<file path="src/rtl/pixel_unpremultiply_convert_macros.svh">
// Assertion macros shared by the puc_div and puc_format files of the unpremultiply block.
// Each macro expects signals named clk and arst_n in the enclosing module.
`ifndef PIXEL_UNPREMULTIPLY_CONVERT_MACROS_SVH
`define PIXEL_UNPREMULTIPLY_CONVERT_MACROS_SVH

// The consequent must hold in the same cycle as the antecedent.
`define PUC_ASSERT_NOW(label, ante, cons, msg) \
	label: assert property (@(posedge clk) disable iff (!arst_n) (ante) |-> (cons)) \
		else $error(msg);

// The consequent must hold in the cycle after the antecedent.
`define PUC_ASSERT_NEXT(label, ante, cons, msg) \
	label: assert property (@(posedge clk) disable iff (!arst_n) (ante) |=> (cons)) \
		else $error(msg);

`endif

</file>
<file path="src/rtl/puc_pkg.sv">
`default_nettype none

package puc_pkg;

	// Number of colour lanes that go through the divider.
	localparam int unsigned LANES = 3;

	// Restoring division steps done in each divider stage.
	localparam int unsigned DIV_STEPS_PER_STAGE = 2;

	// Output mode codes.
	localparam logic [2:0] MODE_RGBA = 3'd0;
	localparam logic [2:0] MODE_L    = 3'd1;
	localparam logic [2:0] MODE_A    = 3'd2;
	localparam logic [2:0] MODE_LA   = 3'd3;
	localparam logic [2:0] MODE_AL   = 3'd4;

	// Configuration register indexes.
	localparam logic [1:0] CFG_OUT_MODE    = 2'd0;
	localparam logic [1:0] CFG_UNPREMUL_EN = 2'd1;

	// Reset values of the configuration registers.
	localparam logic [2:0] OUT_MODE_RESET    = MODE_RGBA;
	localparam logic       UNPREMUL_EN_RESET = 1'b1;

	// Valid byte counts of an output pixel.
	localparam logic [2:0] BYTES_ONE  = 3'd1;
	localparam logic [2:0] BYTES_TWO  = 3'd2;
	localparam logic [2:0] BYTES_FOUR = 3'd4;

	// Input pixel.
	typedef struct packed {
		logic [7:0] in_byte0;
		logic [7:0] in_byte1;
		logic [7:0] in_byte2;
		logic [7:0] in_alpha;
		logic       last_pixel;
	} puc_in_t;

	// Output pixel.
	typedef struct packed {
		logic [31:0] out_word;
		logic [2:0]  out_bytes;
		logic        last_out;
	} puc_out_t;

	// First stage: the captured pixel with the settings it runs under.
	typedef struct packed {
		puc_in_t    pix;
		logic [2:0] mode;
		logic       en;
	} puc_s1_t;

	// Divider stages: partial remainder and dividend/quotient shifter per lane.
	typedef struct packed {
		logic [LANES-1:0][7:0] raw;
		logic [LANES-1:0][7:0] rem;
		logic [LANES-1:0][7:0] wrk;
		logic [LANES-1:0]      ovf;
		logic [7:0]            alpha;
		logic                  bypass;
		logic [2:0]            mode;
		logic                  last;
	} puc_work_t;

endpackage

`default_nettype wire

</file>
<file path="src/rtl/pixel_unpremultiply_convert.sv">
`default_nettype none

// Channel   Direction  Signals                       Contents
// input     in         in_valid, in_ready, in_data   premultiplied RGBA pixel, last flag
// output    out        out_valid, out_ready, out_data packed pixel, byte count, last flag
// config    in         cfg_valid, cfg_ready,         register index and write data
//                      cfg_index, cfg_data
//
// One pixel per clock is accepted and delivered while the output is not stalled;
// each transaction passes through capture, dividend setup, four stages of the
// restoring divider at two quotient bits each, and the output register.
// Reset clears every stage valid and sets mode RGBA with unpremultiply on.
// A stall at the output backs up stage by stage; empty stages still fill.
// The configuration port is always ready.

module pixel_unpremultiply_convert
	import puc_pkg::*;
(
	input  wire logic       clk,
	input  wire logic       arst_n,
	input  wire logic       in_valid,
	output logic            in_ready,
	input  wire puc_in_t    in_data,
	output logic            out_valid,
	input  wire logic       out_ready,
	output puc_out_t        out_data,
	input  wire logic       cfg_valid,
	output logic            cfg_ready,
	input  wire logic [1:0] cfg_index,
	input  wire logic [2:0] cfg_data
);

	logic [2:0] out_mode_q;
	logic       unpremul_en_q;
	logic       valid_s2, ready_s3;
	logic       valid_s6, ready_s6;
	puc_work_t  work_s2, work_s6;

	assign cfg_ready = 1'b1;

	// Configuration registers; indexes beyond the list are ignored.
	always_ff @(posedge clk or negedge arst_n) begin
		if (!arst_n) begin
			out_mode_q    <= OUT_MODE_RESET;
			unpremul_en_q <= UNPREMUL_EN_RESET;
		end else if (cfg_valid && cfg_ready) begin
			unique case (cfg_index)
				CFG_OUT_MODE:    out_mode_q    <= cfg_data;
				CFG_UNPREMUL_EN: unpremul_en_q <= cfg_data[0];
				default: ;
			endcase
		end
	end

	puc_prep u_prep (
		.clk                  (clk),
		.arst_n               (arst_n),
		.in_valid             (in_valid),
		.in_ready             (in_ready),
		.in_data              (in_data),
		.out_mode             (out_mode_q),
		.unpremultiply_enable (unpremul_en_q),
		.valid_s2             (valid_s2),
		.ready_next           (ready_s3),
		.work_s2              (work_s2)
	);

	puc_div u_div (
		.clk        (clk),
		.arst_n     (arst_n),
		.valid_s2   (valid_s2),
		.ready_s3   (ready_s3),
		.work_s2    (work_s2),
		.valid_s6   (valid_s6),
		.ready_next (ready_s6),
		.work_s6    (work_s6)
	);

	puc_format u_format (
		.clk       (clk),
		.arst_n    (arst_n),
		.valid_s6  (valid_s6),
		.ready_s6  (ready_s6),
		.work_s6   (work_s6),
		.out_valid (out_valid),
		.out_ready (out_ready),
		.out_data  (out_data)
	);

endmodule

`default_nettype wire

</file>
<file path="src/rtl/puc_prep.sv">
`default_nettype none

module puc_prep
	import puc_pkg::*;
(
	input  wire logic       clk,
	input  wire logic       arst_n,
	input  wire logic       in_valid,
	output logic            in_ready,
	input  wire puc_in_t    in_data,
	input  wire logic [2:0] out_mode,
	input  wire logic       unpremultiply_enable,
	output logic            valid_s2,
	input  wire logic       ready_next,
	output puc_work_t       work_s2
);

	logic                   valid_s1;
	puc_s1_t                pix_s1;
	logic                   ready_s1;
	logic                   ready_s2;
	logic [LANES-1:0][7:0]  ch;
	logic [LANES-1:0][15:0] num;
	puc_work_t              work_d;

	// A stage takes new data when it is empty or its contents move on.
	assign ready_s2 = !valid_s2 || ready_next;
	assign ready_s1 = !valid_s1 || ready_s2;
	assign in_ready = ready_s1;

	// Valid bits of both stages.
	always_ff @(posedge clk or negedge arst_n) begin
		if (!arst_n) begin
			valid_s1 <= 1'b0;
			valid_s2 <= 1'b0;
		end else begin
			if (ready_s1) begin
				valid_s1 <= in_valid;
			end
			if (ready_s2) begin
				valid_s2 <= valid_s1;
			end
		end
	end

	// Stage 1 captures the pixel together with the current settings.
	always_ff @(posedge clk) begin
		if (in_valid && ready_s1) begin
			pix_s1.pix  <= in_data;
			pix_s1.mode <= out_mode;
			pix_s1.en   <= unpremultiply_enable;
		end
	end

	assign ch = {pix_s1.pix.in_byte2, pix_s1.pix.in_byte1, pix_s1.pix.in_byte0};

	// Stage 2 forms the dividend c*255 + alpha/2 and checks whether the
	// quotient would exceed eight bits, in which case it clamps to 255.
	always_comb begin
		work_d.raw    = ch;
		work_d.alpha  = pix_s1.pix.in_alpha;
		work_d.bypass = !pix_s1.en || (pix_s1.pix.in_alpha == 8'h00);
		work_d.mode   = pix_s1.mode;
		work_d.last   = pix_s1.pix.last_pixel;
		for (int l = 0; l < LANES; l++) begin
			num[l] = {ch[l], 8'h00} - {8'h00, ch[l]} + {9'h000, pix_s1.pix.in_alpha[7:1]};
			work_d.ovf[l] = (num[l] >= {pix_s1.pix.in_alpha, 8'h00});
			work_d.rem[l] = num[l][15:8];
			work_d.wrk[l] = num[l][7:0];
		end
	end

	always_ff @(posedge clk) begin
		if (valid_s1 && ready_s2) begin
			work_s2 <= work_d;
		end
	end

endmodule

`default_nettype wire

</file>
<file path="src/rtl/puc_div.sv">
`default_nettype none

`include "pixel_unpremultiply_convert_macros.svh"

module puc_div
	import puc_pkg::*;
(
	input  wire logic      clk,
	input  wire logic      arst_n,
	input  wire logic      valid_s2,
	output logic           ready_s3,
	input  wire puc_work_t work_s2,
	output logic           valid_s6,
	input  wire logic      ready_next,
	output puc_work_t      work_s6
);

	logic      valid_s3, valid_s4, valid_s5;
	logic      ready_s4, ready_s5, ready_s6;
	puc_work_t work_s3, work_s4, work_s5;

	// Restoring division steps on all lanes. The partial remainder stays
	// below alpha, so it fits in eight bits; the quotient bits shift in at
	// the bottom of the dividend shifter as its upper bits are used up.
	function automatic puc_work_t div_steps(input puc_work_t w);
		puc_work_t  r;
		logic [8:0] t;
		r = w;
		for (int l = 0; l < LANES; l++) begin
			for (int k = 0; k < DIV_STEPS_PER_STAGE; k++) begin
				t = {r.rem[l], r.wrk[l][7]};
				if (t >= {1'b0, r.alpha}) begin
					r.rem[l] = 8'(t - {1'b0, r.alpha});
					r.wrk[l] = {r.wrk[l][6:0], 1'b1};
				end else begin
					r.rem[l] = t[7:0];
					r.wrk[l] = {r.wrk[l][6:0], 1'b0};
				end
			end
		end
		return r;
	endfunction

	// Ready chain through the divider stages.
	assign ready_s6 = !valid_s6 || ready_next;
	assign ready_s5 = !valid_s5 || ready_s6;
	assign ready_s4 = !valid_s4 || ready_s5;
	assign ready_s3 = !valid_s3 || ready_s4;

	// Valid bits move with the data.
	always_ff @(posedge clk or negedge arst_n) begin
		if (!arst_n) begin
			valid_s3 <= 1'b0;
			valid_s4 <= 1'b0;
			valid_s5 <= 1'b0;
			valid_s6 <= 1'b0;
		end else begin
			if (ready_s3) begin
				valid_s3 <= valid_s2;
			end
			if (ready_s4) begin
				valid_s4 <= valid_s3;
			end
			if (ready_s5) begin
				valid_s5 <= valid_s4;
			end
			if (ready_s6) begin
				valid_s6 <= valid_s5;
			end
		end
	end

	// Each stage resolves two quotient bits.
	always_ff @(posedge clk) begin
		if (valid_s2 && ready_s3) begin
			work_s3 <= div_steps(work_s2);
		end
		if (valid_s3 && ready_s4) begin
			work_s4 <= div_steps(work_s3);
		end
		if (valid_s4 && ready_s5) begin
			work_s5 <= div_steps(work_s4);
		end
		if (valid_s5 && ready_s6) begin
			work_s6 <= div_steps(work_s5);
		end
	end

	// A finished division leaves a remainder below the divisor on every lane
	// that neither clamps nor passes through.
	`PUC_ASSERT_NOW(a_rem_below_alpha, valid_s6 && !work_s6.bypass,
		(work_s6.ovf[0] || (work_s6.rem[0] < work_s6.alpha)) &&
		(work_s6.ovf[1] || (work_s6.rem[1] < work_s6.alpha)) &&
		(work_s6.ovf[2] || (work_s6.rem[2] < work_s6.alpha)),
		"divider remainder not below alpha")

	// A middle stage that cannot move keeps its transaction.
	`PUC_ASSERT_NEXT(a_s4_holds, valid_s4 && !ready_s5,
		valid_s4 && $stable(work_s4), "stage 4 lost or changed a stalled transaction")

endmodule

`default_nettype wire

</file>
<file path="src/rtl/puc_format.sv">
`default_nettype none

`include "pixel_unpremultiply_convert_macros.svh"

module puc_format
	import puc_pkg::*;
(
	input  wire logic      clk,
	input  wire logic      arst_n,
	input  wire logic      valid_s6,
	output logic           ready_s6,
	input  wire puc_work_t work_s6,
	output logic           out_valid,
	input  wire logic      out_ready,
	output puc_out_t       out_data
);

	logic                  out_valid_q;
	puc_out_t              out_data_s7;
	puc_out_t              pack_d;
	logic [LANES-1:0][7:0] val;

	assign ready_s6  = !out_valid_q || out_ready;
	assign out_valid = out_valid_q;
	assign out_data  = out_data_s7;

	// Pick each colour byte: unchanged, clamped to 255, or the quotient.
	always_comb begin
		for (int l = 0; l < LANES; l++) begin
			if (work_s6.bypass) begin
				val[l] = work_s6.raw[l];
			end else if (work_s6.ovf[l]) begin
				val[l] = 8'hFF;
			end else begin
				val[l] = work_s6.wrk[l];
			end
		end
	end

	// Pack the output word for the selected mode; unknown modes act as RGBA.
	always_comb begin
		pack_d.last_out = work_s6.last;
		unique case (work_s6.mode)
			MODE_L: begin
				pack_d.out_word  = {24'h000000, work_s6.raw[2]};
				pack_d.out_bytes = BYTES_ONE;
			end
			MODE_A: begin
				pack_d.out_word  = {24'h000000, work_s6.alpha};
				pack_d.out_bytes = BYTES_ONE;
			end
			MODE_LA: begin
				pack_d.out_word  = {16'h0000, work_s6.alpha, val[2]};
				pack_d.out_bytes = BYTES_TWO;
			end
			MODE_AL: begin
				pack_d.out_word  = {16'h0000, val[2], work_s6.alpha};
				pack_d.out_bytes = BYTES_TWO;
			end
			default: begin
				pack_d.out_word  = {work_s6.alpha, val[2], val[1], val[0]};
				pack_d.out_bytes = BYTES_FOUR;
			end
		endcase
	end

	// Output register.
	always_ff @(posedge clk or negedge arst_n) begin
		if (!arst_n) begin
			out_valid_q <= 1'b0;
		end else if (ready_s6) begin
			out_valid_q <= valid_s6;
		end
	end

	always_ff @(posedge clk) begin
		if (valid_s6 && ready_s6) begin
			out_data_s7 <= pack_d;
		end
	end

	// Bytes beyond the valid count are zero.
	`PUC_ASSERT_NOW(a_one_byte_zero, out_valid_q && (out_data_s7.out_bytes == BYTES_ONE),
		out_data_s7.out_word[31:8] == 24'h000000, "single byte pixel has upper bytes set")
	`PUC_ASSERT_NOW(a_two_byte_zero, out_valid_q && (out_data_s7.out_bytes == BYTES_TWO),
		out_data_s7.out_word[31:16] == 16'h0000, "two byte pixel has upper bytes set")

endmodule

`default_nettype wire
</file>
<file path="config.mk">
export PLATFORM = sky130hd
export DESIGN_NAME = pixel_unpremultiply_convert
export DESIGN_NICKNAME = d
export VERILOG_FILES = /design/src/rtl/puc_pkg.sv /design/src/rtl/pixel_unpremultiply_convert.sv /design/src/rtl/puc_prep.sv /design/src/rtl/puc_div.sv /design/src/rtl/puc_format.sv
export VERILOG_INCLUDE_DIRS = /design/src /design/src/rtl
export SDC_FILE = /design/constraint.sdc
export NUM_CORES = 1
export LEC_CHECK = 0
export BUFFER_PORTS_ARGS = -buffer_cell sky130_fd_sc_hd__buf_2
export CORE_ASPECT_RATIO = 0.9
export CORE_MARGIN = 2
export CORE_UTILIZATION = 38
export CTS_CLUSTER_DIAMETER = 50
export DETAILED_ROUTE_END_ITERATION = 10
export HOLD_SLACK_MARGIN = 0.03
export SYNTH_ARGS = -nofsm -noshare
export SYNTH_HDL_FRONTEND = slang
export SYNTH_SLANG_ARGS = --single-unit
</file>
<file path="constraint.sdc">
create_clock -name clk -period 6.5 [get_ports clk]
set_input_delay 0.325 -clock clk [delete_from_list [all_inputs] [get_ports clk]]
set_output_delay 0.325 -clock clk [all_outputs]
set_load 0.1 [all_outputs]
</file>
# Word-level counts from Yosys, hierarchy flattened
# Index checks and enable logic that the tools add are counted.
dict set report word_totals {
  reg_bits 500
  latch_bits 0
  ram_bits 0
  mem_bits_ro 0
  out_inout_bits 39
  elab_cells 248
  n_memories 0
}
dict set report op_classes {
  add_sub_neg 27
  multipliers 0
  div 0
  order_cmp 27
  eq_ne 5
  shift 0
  n_mux 76
  bitwise 0
  reduce_logical 27
}
# cell n
set op_table {}
lappend op_table {{8-bit 2-to-1 mux} 51}
lappend op_table {{9-bit by 8-bit >= comparator with 1-bit output} 24}
lappend op_table {{8-bit subtractor} 21}
lappend op_table {{35-bit one-hot mux with 4 select lines} 1}
lappend op_table {{16-bit by 7-bit adder with 16-bit output} 3}
lappend op_table {{16-bit >= comparator} 3}
lappend op_table {{16-bit by 8-bit subtractor with 16-bit output} 3}
lappend op_table {{1-bit 2-to-1 mux} 24}
lappend op_table {{1-bit logical NOT} 8}
lappend op_table {{8-bit logical NOT} 1}
lappend op_table {{1-bit logical OR} 8}
lappend op_table {{1-bit logical AND} 7}
lappend op_table {{3-bit by 2-bit equality test with 1-bit output (second input constant)} 2}
lappend op_table {{2-bit AND reduction} 2}
lappend op_table {{3-bit by 1-bit equality test with 1-bit output (second input constant)} 1}
lappend op_table {{3-bit equality test (second input constant)} 1}
lappend op_table {{2-bit by 1-bit equality test with 1-bit output (second input constant)} 1}
lappend op_table {{2-bit logical NOT} 1}

# Logic depth before layout (Yosys ltp)
# Gate-level depths: netlist of run 1.
dict set report depth {
  depth_word 10
  ltp_mapped 18
}

# Hierarchy
# A second synthesis of run 1 with hierarchy kept.
dict set report hier_totals {
  hier_cells 2367
  area_unflattened_um2 29286.8
}
# mod n_inst cells_each area_per_inst_um2 seq_area_each_um2
set by_module_without_submodules {}
lappend by_module_without_submodules {puc_div 1 1716 20813.7 10670.2}
lappend by_module_without_submodules {puc_prep 1 419 5930.7 3803.6}
lappend by_module_without_submodules {puc_format 1 220 2358.5 1106.1}
lappend by_module_without_submodules {pixel_unpremultiply_convert 1 12 183.9 101.3}

# Least setup slack after synthesis of run 1
# No wires, ideal clock.
dict set report synth_timing {
  path_type {flip-flop to flip-flop}
  start {reg u_format.out_valid_q (netlist: u_format.out_valid)}
  end {reg u_div.work_s3[0] (netlist name), enable pin}
  setup_ps 546
  arrival_time_ps 5146
  required_ps 5954
  path_slack_ps 808
  path_stages_with_launch 5
  n_path_buf 0
  synth_period_minus_slack_ps 5692
  path_cell_list {dfrtp_1 nor2b_1 nand3_1 nor2_1 nor2b_1}
}
dict set report synth_between {
  elab_chain_len 7
}
# item line_no
set synth_lines {}
lappend synth_lines {{from (decl)} puc_format.sv:18} ;# logic out_valid_q;
lappend synth_lines {{from (signal assigned)} puc_format.sv:72} ;# out_valid_q <= valid_s6;
lappend synth_lines {{1-bit logical NOT} puc_format.sv:23} ;# assign ready_s6 = !out_valid_q || out_ready;
lappend synth_lines {{1-bit logical OR} puc_format.sv:23}
lappend synth_lines {{1-bit logical OR} puc_div.sv:45} ;# assign ready_s6 = !valid_s6 || ready_next;
lappend synth_lines {{1-bit logical OR} puc_div.sv:46} ;# assign ready_s5 = !valid_s5 || ready_s6;
lappend synth_lines {{1-bit logical OR} puc_div.sv:47} ;# assign ready_s4 = !valid_s4 || ready_s5;
lappend synth_lines {{1-bit logical OR} puc_div.sv:48} ;# assign ready_s3 = !valid_s3 || ready_s4;
lappend synth_lines {{1-bit logical AND} puc_div.sv:75} ;# if (valid_s2 && ready_s3) begin
lappend synth_lines {{to (signal assigned)} puc_div.sv:76} ;# work_s3 <= div_steps(work_s2);
lappend synth_lines {{to (decl)} puc_div.sv:20} ;# puc_work_t work_s3, work_s4, work_s5;
# Every way passes these cells.
# A chain may end at the register's enable or synchronous reset.

# Worst setup path after layout of run 1
dict set report layout_timing {
  start {reg, netlist name u_prep.work_s2[11]}
  end {reg u_div.work_s3[43] (netlist name) (data pin)}
}
dict set report layout_between {
  elab_chain_len 5
  elab_cells_between_ends 7
  classes_between {add/sub: 2; order compare: 2; mux: 3}
}
# item line_no
set layout_lines {}
lappend layout_lines {{9-bit by 8-bit >= comparator with 1-bit output or 8-bit subtractor (tied branches)} {puc_div.sv:32, puc_div.sv:33}}
lappend layout_lines {{8-bit 2-to-1 mux} puc_div.sv:32} ;# if (t >= {1'b0, r.alpha}) begin
lappend layout_lines {{8-bit 2-to-1 mux} puc_div.sv:75}
lappend layout_lines {{8-bit subtractor or 9-bit by 8-bit >= comparator with 1-bit output (tied branches)} {puc_div.sv:33, puc_div.sv:32}}
lappend layout_lines {{8-bit 2-to-1 mux *} puc_div.sv:32}
# Mark *: on every way between the ends. The rest lies on a longest branch, timed or not. The select of a mux whose other input is x is not followed.

==> metrics.md, run 1 <==
| Metric | Value |
|---|---|
| DRT iter0 DRCs | 1346 |
| Top layer in use | met5 |
| Initial Util | 0.3822 |
| DR vias/cell | 5.335 |
| Crit-path cells | inv_1 > ha_1 > a21o_1 > o2bb2ai_1 > nor3_1 > and2_1 > mux2_2 > ha_1 > o21a_1 > o31a_1 > o21ai_0 > a21oi_1 > and2_1 > nor2b_1 > mux2_2 |
| Slew margin rel. | 0.2387 |
| Top-Level Pins | 82 |
| Critical Path RT | 6.84 ns |
| Clock skew | 0.01851 ns |
| WP data arrival | 5.55 ns |
| Initial antenna violation count | 8 |
| CTS root buffer | clkbuf_16 |
| Number of routed nets with antenna violations | 0 |
| Final Hold Vio Count | 0 |
| Synth Instances | 2201 |
| Grt ovf | 0 |
| FP Rows | 93 |
| Max Fanout on Critical Path | 14 |
| Worst vdd ir | 0.2265 mV |
| Yosys reg bits | 500 |
| Global-route wire length before repair | 101700 um |
| Max-Cap Viols | 0 |
| Worst-path clk slew | 0.06 ns |
| Max-slew violations | 0 |
| Synth unique cells | 74 |
| H-Tree Level Count | 2 |
| Layout cells sized above 1 | 0.1216 |
| HP Class | input port to flop |
| Slowest cell on the critical path | nor2b_1 |
| Final period utilization | 0.8008 |
| Max frequency | 0.1921 GHz |
| Core Box Area | 71330 sq um |
| NumNets Final | 2650 |
| Crit end category | flop |
| Outcome | complete, no violations |
| CTS tree | done |
| Largest net degree at the start of global routing | 77 |
| Routability cong. | 0.9224 |
| Vias in the first global route | 17640 |
| WL met1 | 31110 um |
| IO Port Bufs | 80 |
| Final setup violation count | 0 |
| WHS | 0.06812 ns |
| Area delta synth->final | 13.06% |
| Met2 WL | 29380 um |
| Met3 Wirelength | 3290 um |
| Via Count | 17800 |
| Leak | 11.83 nW |
| Synth Flop Type | edfxtp_1 |
| GRT Total Usage | 0.1788 |
| CTS max path bufs | 3 |
| First-pass DRT Iterations | 5 |
| Minimum clock period | 5.205 ns |
| Sequential element share of the synthesized area | 0.5488 |
| Post-Layout Cell Count | 3336 |
| Syn nets | 2505 |
| Clk Latency, worst-skew pair | 0.60 ns |
| Final HPWL DP | 50210 um |
| Setup_tns | 0 ns |
| Power Total | 16.99 mW |
| WL/cell | 19.88 um |
| CTS sink cnt | 500 |
| DP Cell Count | 3204 |
| RSZ-0062 raised after global routing | no |
| PD cells | 551.4 nW/um^2 |
| Post-Syn Area | 27260 sq um |
| Drt drc | 0 |
| Die width | 286.3 um |
| Synth async-reset ratio | 0.02200 |
| Post-synth EDFFs | 489 |
| Avg Cell Area, Syn | 12.39 sq um |
| Setup Fix Bufs, Post-CTS | 0 |
| DRT Wirelength | 66320 um |
| Post-layout util | 0.4321 |
| Worst-margin pin slew | 1.140 ns |
| Ys Warns | 0 |
| Vert. Die Dim | 258.1 um |
| Total CTS buffers | 52 |
| WS Path Type | flop to flop |
| CP startpoint kind | flop |
| Die area | 73900 sq um |
| Slowest stage delay, CP | 0.59 ns |
routing by layer:
layer  global-route usage  vias up
met2               0.2767      531
met1               0.2548     8542
met3              0.02367      152
met4              0.07068        2
met5                    0        -
li1                     -     8569
layout make-up:
type | count | area [sq um]
well taps | 950 | 1189
flip-flops and latches | 500 | 14960
fillers | 6437 | 40510
repair buffers | 127 | 848.3
clock inverters | 34 | 304.0
clock buffers | 59 | 1349
inverters | 156 | 585.6
diodes | 1 | 2.502
multi-input cells | 1509 | 11580
power by group:
part / switching (mW) / internal (mW)
sequential: 0.540 / 4.95
clock: 1.26 / 1.63
combinational: 4.96 / 3.66
what timing repair did:
action,CTS,global route
resized for setup,0,0
hold endpoints to repair,49,0
hold buffers,38,0
worst paths after layout:
path | start | to | slack, ns | depth (start not counted)
max reg2reg | u_prep.work_s2[11] | u_div.work_s3[43] | 1.30 | 15
min in group asynchronous | arst_n | u_div.valid_s4 | 0.13 | 2
max | u_prep.work_s2[11] | u_div.work_s3[43] | 1.30 | 15
min | out_ready | u_div.valid_s6 | 0.07 | 4
max in group asynchronous | arst_n | unpremul_en_q | 6.10 | 2
min reg2reg | u_prep.work_s2[29] | u_div.work_s3[31] | 0.41 | 0
kinds of logic after synthesis:
group,share of synthesized area
other,0.0001376
AO/OA/AOI/OAI,0.1259
AND/OR/NAND/NOR,0.08482
multiplexers,0.04934
XOR/XNOR,0.03727
adder cells (fa/ha/maj),0.1264
flip-flops,0.5488
buffers and inverters,0.02726
synth_stat cells (5+ instances only):
cell / n / area, sq um
clkbuf_1: 27 / 101.4
nand3_1: 24 / 120.1
a21oi_1: 143 / 715.7
or2_2: 14 / 87.58
a22oi_1: 8 / 60.06
ha_1: 237 / 2965
o211ai_1: 10 / 75.07
edfxtp_1: 489 / 14680
nor3_1: 38 / 190.2
a21boi_0: 12 / 90.09
o21bai_1: 25 / 187.7
mux2_2: 88 / 991.0
o21a_1: 39 / 292.8
o31a_1: 13 / 113.9
a21o_1: 55 / 412.9
or3_1: 9 / 56.30
or4_1: 12 / 90.09
and2_1: 19 / 118.9
o31ai_1: 15 / 112.6
nand2_1: 99 / 371.6
mux2i_1: 26 / 260.3
fa_1: 24 / 480.5
dfrtp_1: 10 / 250.2
o21ai_0: 119 / 595.6
inv_1: 154 / 578.1
nand2b_1: 26 / 162.7
nor2_1: 143 / 536.8
a211oi_1: 33 / 247.7
xnor2_1: 95 / 832.1
xor2_1: 21 / 183.9
mux2_1: 5 / 56.30
nor2b_1: 40 / 250.2
o22ai_1: 28 / 175.2
nand4_1: 29 / 181.4
through the flow:
step | cell area, sq um | worst slack, ns
after floorplan | 27260 | 0.8083
after global placement | 28780 | 1.569
after detailed placement | 28780 | 1.352
after CTS | 30820 | 1.332
after global routing | 30820 | 0.9463
final | 30820 | 1.295
state kept, by name, summed over array words and instances, names as in the netlist, 3 cells and up:
name	flops
u_prep.work_s2	88
u_div.work_s3	88
u_prep.ch	24
out_mode_q	3
u_prep.pix_s1	13
u_div.work_s6	64
u_format.out_data	36
u_div.work_s4	88
u_div.work_s5	88
cell usage in the layout (no fill, tap or decap), types with 13 or more instances in the layout:
master         synthesis  final
o31a_1                13     13
nor2_1               143    143
xor2_1                21     21
o21ai_0              119    119
buf_2                  3     80
a211oi_1              33     33
dlygate4sd3_1          0     38
clkbuf_16              0     53
o31ai_1               15     15
nand3_1               24     24
nand2_1               99     99
o21a_1                39     39
fa_1                  24     24
and2_1                19     14
nor3_1                38     38
inv_1                154    154
mux2_2                88     88
a21o_1                55     55
ha_1                 237    237
nor2b_1               40     38
nand4_1               29     29
or2_2                 14     14
xnor2_1               95     95
o21bai_1              25     25
edfxtp_1             489    489
o22ai_1               28     28
a21oi_1              143    143
nand2b_1              26     26
mux2i_1               26     26
worst max-delay path: cells and delay by family, from the launching register on:
kind	cells	cell delay [ns]
adders and majority gates	2	0.69
buffers and inverters	1	0.30
muxes	2	0.83
and+or+nand+nor	4	1.64
DFF	1	0.40
AOI/OAI and AO/OA	6	1.08
Note: power is estimated with default switching activity, not from simulation.
==> inputs of run 2 (changes only) <==
==> constraint.sdc (replaced) <==
create_clock -name clk -period 5.2 [get_ports clk]
set_input_delay 0.26 -clock clk [delete_from_list [all_inputs] [get_ports clk]]
set_output_delay 0.26 -clock clk [all_outputs]
set_load 0.1 [all_outputs]
==> run 2 against run 1 <==
- sequential power rose by 25%
- critical path type unchanged
- critical endpoint is now u_div.work_s3[46]
- cell count is 0.54% higher
- non-clock buffer count increased by 23
- global-route usage shrank 0.20 points
- power rose by 25%
- routed wire length decreased by 0.21%
==> metrics.md, run 2 (same netlist as run 1, synthesis figures left out) <==
| Metric | Value |
|---|---|
| CTS sink cnt | 500 |
| Max-slew violations | 0 |
| NumNets Final | 2671 |
| Slew margin rel. | 0.2958 |
| Clk Latency, worst-skew pair | 0.61 ns |
| Setup_tns | 0 ns |
| Most frequent cells in the layout | edfxtp_1, ha_1, inv_1 |
| Worst-margin pin slew | 1.043 ns |
| WL/cell | 19.73 um |
| WP data arrival | 5.17 ns |
| Worst-path clk slew | 0.06 ns |
| Post-cts sizing count | 0 |
| Post-layout util | 0.4341 |
| Max-Cap Viols | 0 |
| RR Startpoint | u_prep.work_s2[11] |
| Outcome | complete, no violations |
| Drt drc | 0 |
| DRT iter0 DRCs | 1398 |
| Final period utilization | 0.9356 |
| RSZ-0062 raised after global routing | no |
| CTS root buffer | clkbuf_16 |
| Final setup violation count | 0 |
| PD cells | 684.9 nW/um^2 |
| Reg2reg setup slack | 0.33 ns |
| Area delta synth->final | 13.60% |
| FP Rows | 93 |
| DR vias/cell | 5.329 |
| First-pass DRT Iterations | 5 |
| Crit path launch | u_prep.work_s2[11] |
| Hold buffers post-CTS | 44 |
| Leak | 11.92 nW |
| GRT Total Usage | 0.1768 |
| Number of routed nets with antenna violations | 0 |
| Global-route wire length before repair | 100900 um |
| Largest net degree at the start of global routing | 65 |
| Worst-case reg-to-reg path depth | 16 |
| Placed cell area | 28910 sq um |
| CTS tree | done |
| CTS max path bufs | 3 |
| DP Worst Slack | 0.3980 ns |
| Max frequency | 0.2055 GHz |
| Total CTS buffers | 50 |
| Minimum clock period | 4.865 ns |
| Most common cell after layout, fill and taps aside | edfxtp_1 |
| WS Path Type | flop to flop |
| Reg-to-reg endpoint | u_div.work_s3[46] |
| PnR worst setup slack | 0.3347 ns |
| Crit end category | flop |
| Power Total | 21.21 mW |
| DP Cell Count | 3221 |
| Final HPWL DP | 49990 um |
| Post-Layout Cell Count | 3354 |
| Crit-path cells | inv_1 > ha_1 > a21o_1 > o2bb2ai_1 > nor3_1 > and2_1 > mux2_2 > ha_1 > o21a_1 > o31a_1 > o21ai_0 > a21oi_1 > and2_1 > nor2b_1 > buf_4 > mux2_2 |
| Core Box Area | 71330 sq um |
| CP startpoint kind | flop |
| Via Count | 17870 |
| Critical Path RT | 5.51 ns |
| Ant diodes | 0 |
| Max Fanout on Critical Path | 14 |
| HP Class | input port to asynchronous set/reset pin |
| WHS | 0.08005 ns |
| Final Hold Vio Count | 0 |
| Die area | 73900 sq um |
| Layout cells sized above 1 | 0.1277 |
| Vert. Die Dim | 258.1 um |
| Worst vdd ir | 0.2579 mV |
| Die width | 286.3 um |
| Slowest stage delay, CP | 0.51 ns |
| DRT Wirelength | 66180 um |
| Vias in the first global route | 17280 |
| Initial Util | 0.3822 |
| Grt ovf | 0 |
| Crit path to | u_div.work_s3[46] |
| Setup Fix Bufs, Post-CTS | 0 |
| Routability cong. | 0.9066 |
| Fin area | 30970 sq um |
| IO Port Bufs | 80 |
| H-Tree Level Count | 2 |
| Initial antenna violation count | 7 |
| Top-Level Pins | 82 |
| Slowest cell on the critical path | and2_1 |
| Clock skew | 0.05045 ns |
-- run 2: worst max-delay path, delay by kind of cell, from the launching register on --
| kind | cells | cell delay [ns] |
|---|---|---|
| AOI/OAI and AO/OA | 6 | 1.07 |
| adders and majority gates | 2 | 0.69 |
| buffers and inverters | 2 | 0.43 |
| DFF | 1 | 0.44 |
| muxes | 2 | 0.81 |
| and+or+nand+nor | 4 | 1.13 |
-- run 2: area by class of cell --
class,instances,area [sq um]
fill,6433,40360
sequential,500,14960
multi-input combinational,1509,11580
clock buffer,57,1277
tap,950,1189
timing repair buffer,150,1036
inverter,156,585.6
clock inverter,32,337.8
-- run 2: per-layer routing --
layer  GRT usage  share of wire  wire [um]  vias up
met5           0              0          0        -
met4     0.05308          0.028       1858        0
met3     0.02341          0.054       3565      101
met2      0.2767           0.45      29830      510
met1      0.2559           0.47      30920     8652
li1            -              -          -     8611
-- run 2: worst min-delay path by stage --
stage | startpoint | endpoint | cells past startpoint | slack, ns
2_1_floorplan | arst_n | out_mode_q[0] | 0 | -0.04
3_3_place_gp | arst_n | u_format.out_valid | 1 | 0.14
3_5_place_dp | arst_n | u_format.out_valid | 1 | 0.15
4_1_cts | arst_n | out_mode_q[2] | 2 | 0.03
5_1_grt | arst_n | out_mode_q[1] | 2 | 0.09
6_report | arst_n | u_div.valid_s4 | 2 | 0.08
-- run 2: report_power, final --
group | total (mW) | internal (mW) | switching, mW
clock | 3.50 | 1.95 | 1.55
combinational | 10.9 | 4.62 | 6.26
sequential | 6.84 | 6.19 | 0.650
total | 21.2 | 12.7 | 8.46
==> inputs of run 3 (changes only) <==
--- a/config.mk
+++ b/config.mk
@@ -15,4 +15,5 @@
 export HOLD_SLACK_MARGIN = 0.03
 export SYNTH_ARGS = -nofsm -noshare
 export SYNTH_HDL_FRONTEND = slang
+export SYNTH_HIERARCHICAL = 1
 export SYNTH_SLANG_ARGS = --single-unit
==> run 3 against run 2 <==
- die area grew 2.5%
- setup slack better by 0.011 ns
- routed wire length grew 5.5%
- flip-flop and latch count is the same
- clock power up 7.7%
- cell count is 2.6% higher
- hold slack gained 0.27 ns
- synthesized cell count increased by 2.7%
- sequential share of layout area down 1.3 points
- count of clock-buffer cells in the layout grew 3
- register-to-register slack about the same
- critical path type unchanged
==> metrics.md, run 3 <==
| Metric | Value |
|---|---|
| Outcome | complete, no violations |
| Final period utilization | 0.9335 |
| Vert. Die Dim | 261.3 um |
| Max-slew violations | 0 |
| Clock skew | 0.02830 ns |
| Worst-margin pin slew | 1.211 ns |
| Post-Syn Area | 27940 sq um |
| Via Count | 18380 |
| First-pass DRT Iterations | 5 |
| HP Class | input port to flop |
| Final Hold Vio Count | 0 |
| Crit end category | flop |
| Ant diodes | 0 |
| Final HPWL DP | 52660 um |
| Setup_tns | 0 ns |
| Max-Cap Viols | 0 |
| Max Fanout on Critical Path | 8 |
| FP Rows | 94 |
| Total CTS buffers | 52 |
| Area delta synth->final | 13.92% |
| Critical Path RT | 5.55 ns |
| Die area | 75720 sq um |
| Worst-case reg-to-reg path depth | 15 |
| WHS | 0.3487 ns |
| Global-route wire length before repair | 107500 um |
| Minimum clock period | 4.854 ns |
| Initial Util | 0.3832 |
| Number of routed nets with antenna violations | 0 |
| Worst Hold Depth | 2 |
| CP startpoint kind | flop |
| PnR worst setup slack | 0.3457 ns |
| Worst vdd ir | 0.3368 mV |
| WP data arrival | 5.21 ns |
| Clk Latency, worst-skew pair | 0.62 ns |
| Ys Warns | 6 |
| CTS tree | done |
| Slew margin rel. | 0.1908 |
| Syn nets | 2565 |
| Most frequent cells in the layout | edfxtp_1, ha_1, inv_1 |
| Max frequency | 0.2060 GHz |
| Hold Crit Start | in_data[16] |
| Reg-to-reg endpoint | u_div/work_s3[45] |
| DP Cell Count | 3296 |
| RR Startpoint | u_prep/work_s2[11] |
| Vias in the first global route | 18530 |
| Synth Instances | 2261 |
| Routability cong. | 0.9198 |
| Reg2reg setup slack | 0.35 ns |
| NumNets Final | 2740 |
| Initial antenna violation count | 3 |
| CTS root buffer | clkbuf_16 |
| PD cells | 682.7 nW/um^2 |
| IO Port Bufs | 80 |
| Hold path endpoint | u_prep/ch[23] |
| CTS max path bufs | 3 |
| Setup Fix Bufs, Post-CTS | 0 |
| Avg Cell Area, Syn | 12.36 sq um |
| Grt ovf | 0 |
| Core Box Area | 72920 sq um |
| Drt drc | 0 |
| Top-Level Pins | 82 |
| WS Path Type | flop to flop |
| Largest net degree at the start of global routing | 64 |
| GRT Total Usage | 0.1825 |
| DRT iter0 DRCs | 1514 |
| Post-Layout Cell Count | 3440 |
| Leak | 12.34 nW |
| DRT Wirelength | 69850 um |
| DR vias/cell | 5.344 |
| WL/cell | 20.31 um |
| RSZ-0062 raised after global routing | no |
| CTS sink cnt | 500 |
| H-Tree Level Count | 2 |
| Die width | 289.8 um |
| Final setup violation count | 0 |
| Post-layout util | 0.4365 |
| Layout cells sized above 1 | 0.1383 |
| Worst-path clk slew | 0.06 ns |
| DP Worst Slack | 0.4002 ns |
| Most common cell after layout, fill and taps aside | edfxtp_1 |
## run 3: worst max path at each step
stage,start,slack [ns],end
final,u_prep/work_s2[11],0.35,u_div/work_s3[45]
after global routing,u_prep/work_s2[11],0.03,u_div/work_s3[45]
after CTS,u_div/work_s3[10],0.35,u_div/work_s4[57]
after detailed placement,u_div/work_s3[10],0.40,u_div/work_s4[57]
after global placement,u_prep/work_s2[11],0.52,u_div/work_s3[43]
after floorplan,u_prep/work_s2[6],0.32,u_div/work_s3[41]
## run 3: cell type report
class / instances / area [sq um]
clock buffers: 60 / 1331
well taps: 960 / 1201
clock inverters: 38 / 426.7
repair buffers: 159 / 1109
inverters: 176 / 664.4
fillers: 6605 / 41090
flip-flops and latches: 500 / 14960
multi-input cells: 1547 / 12140
## run 3: what timing repair did
action                                  4_1_cts  5_1_grt
hold buffers                                 46        0
resized for setup                             0        6
hold endpoints to repair                     50        0
endpoints found under the setup margin        0       23
## run 3: metrics by stage
stage	power [mW]	instance area [sq um]
detailed placement	17.85	29590
global route	23.35	31830
CTS	21.78	31810
floorplan	15.24	27940
global placement	17.58	29590
finish	21.73	31830
## run 3: worst max-delay path: stages, from the launching register on
cell and delay [ns]:
edfxtp_1 0.37, inv_1 0.32, ha_1 0.36, a21oi_1 0.14, o21ai_0 0.10, nand2_1 0.08
or4b_1 0.54, mux2_2 0.33, ha_1 0.35, o21a_1 0.20, o31a_1 0.12, o31a_1 0.26
o21a_1 0.17, o21ai_0 0.24, nor4b_4 0.60, mux2_2 0.41
## run 3: where the power goes
part | leakage, nW | internal, mW | switching [mW]
Sequential | 4.87 | 6.14 | 0.695
Combinational | 6.62 | 4.71 | 6.41
Clock | 0.846 | 2.13 | 1.64
Total | 12.3 | 13.0 | 8.75
## run 3: metal layers
metal / track usage / vias to the layer above / share of wire
li1: - / 8846 / -
met1: 0.2543 / 8960 / 0.47
met2: 0.2960 / 475 / 0.46
met3: 0.03208 / 100 / 0.057
met4: 0.04774 / 2 / 0.021
met5: 0 / - / 0.00019
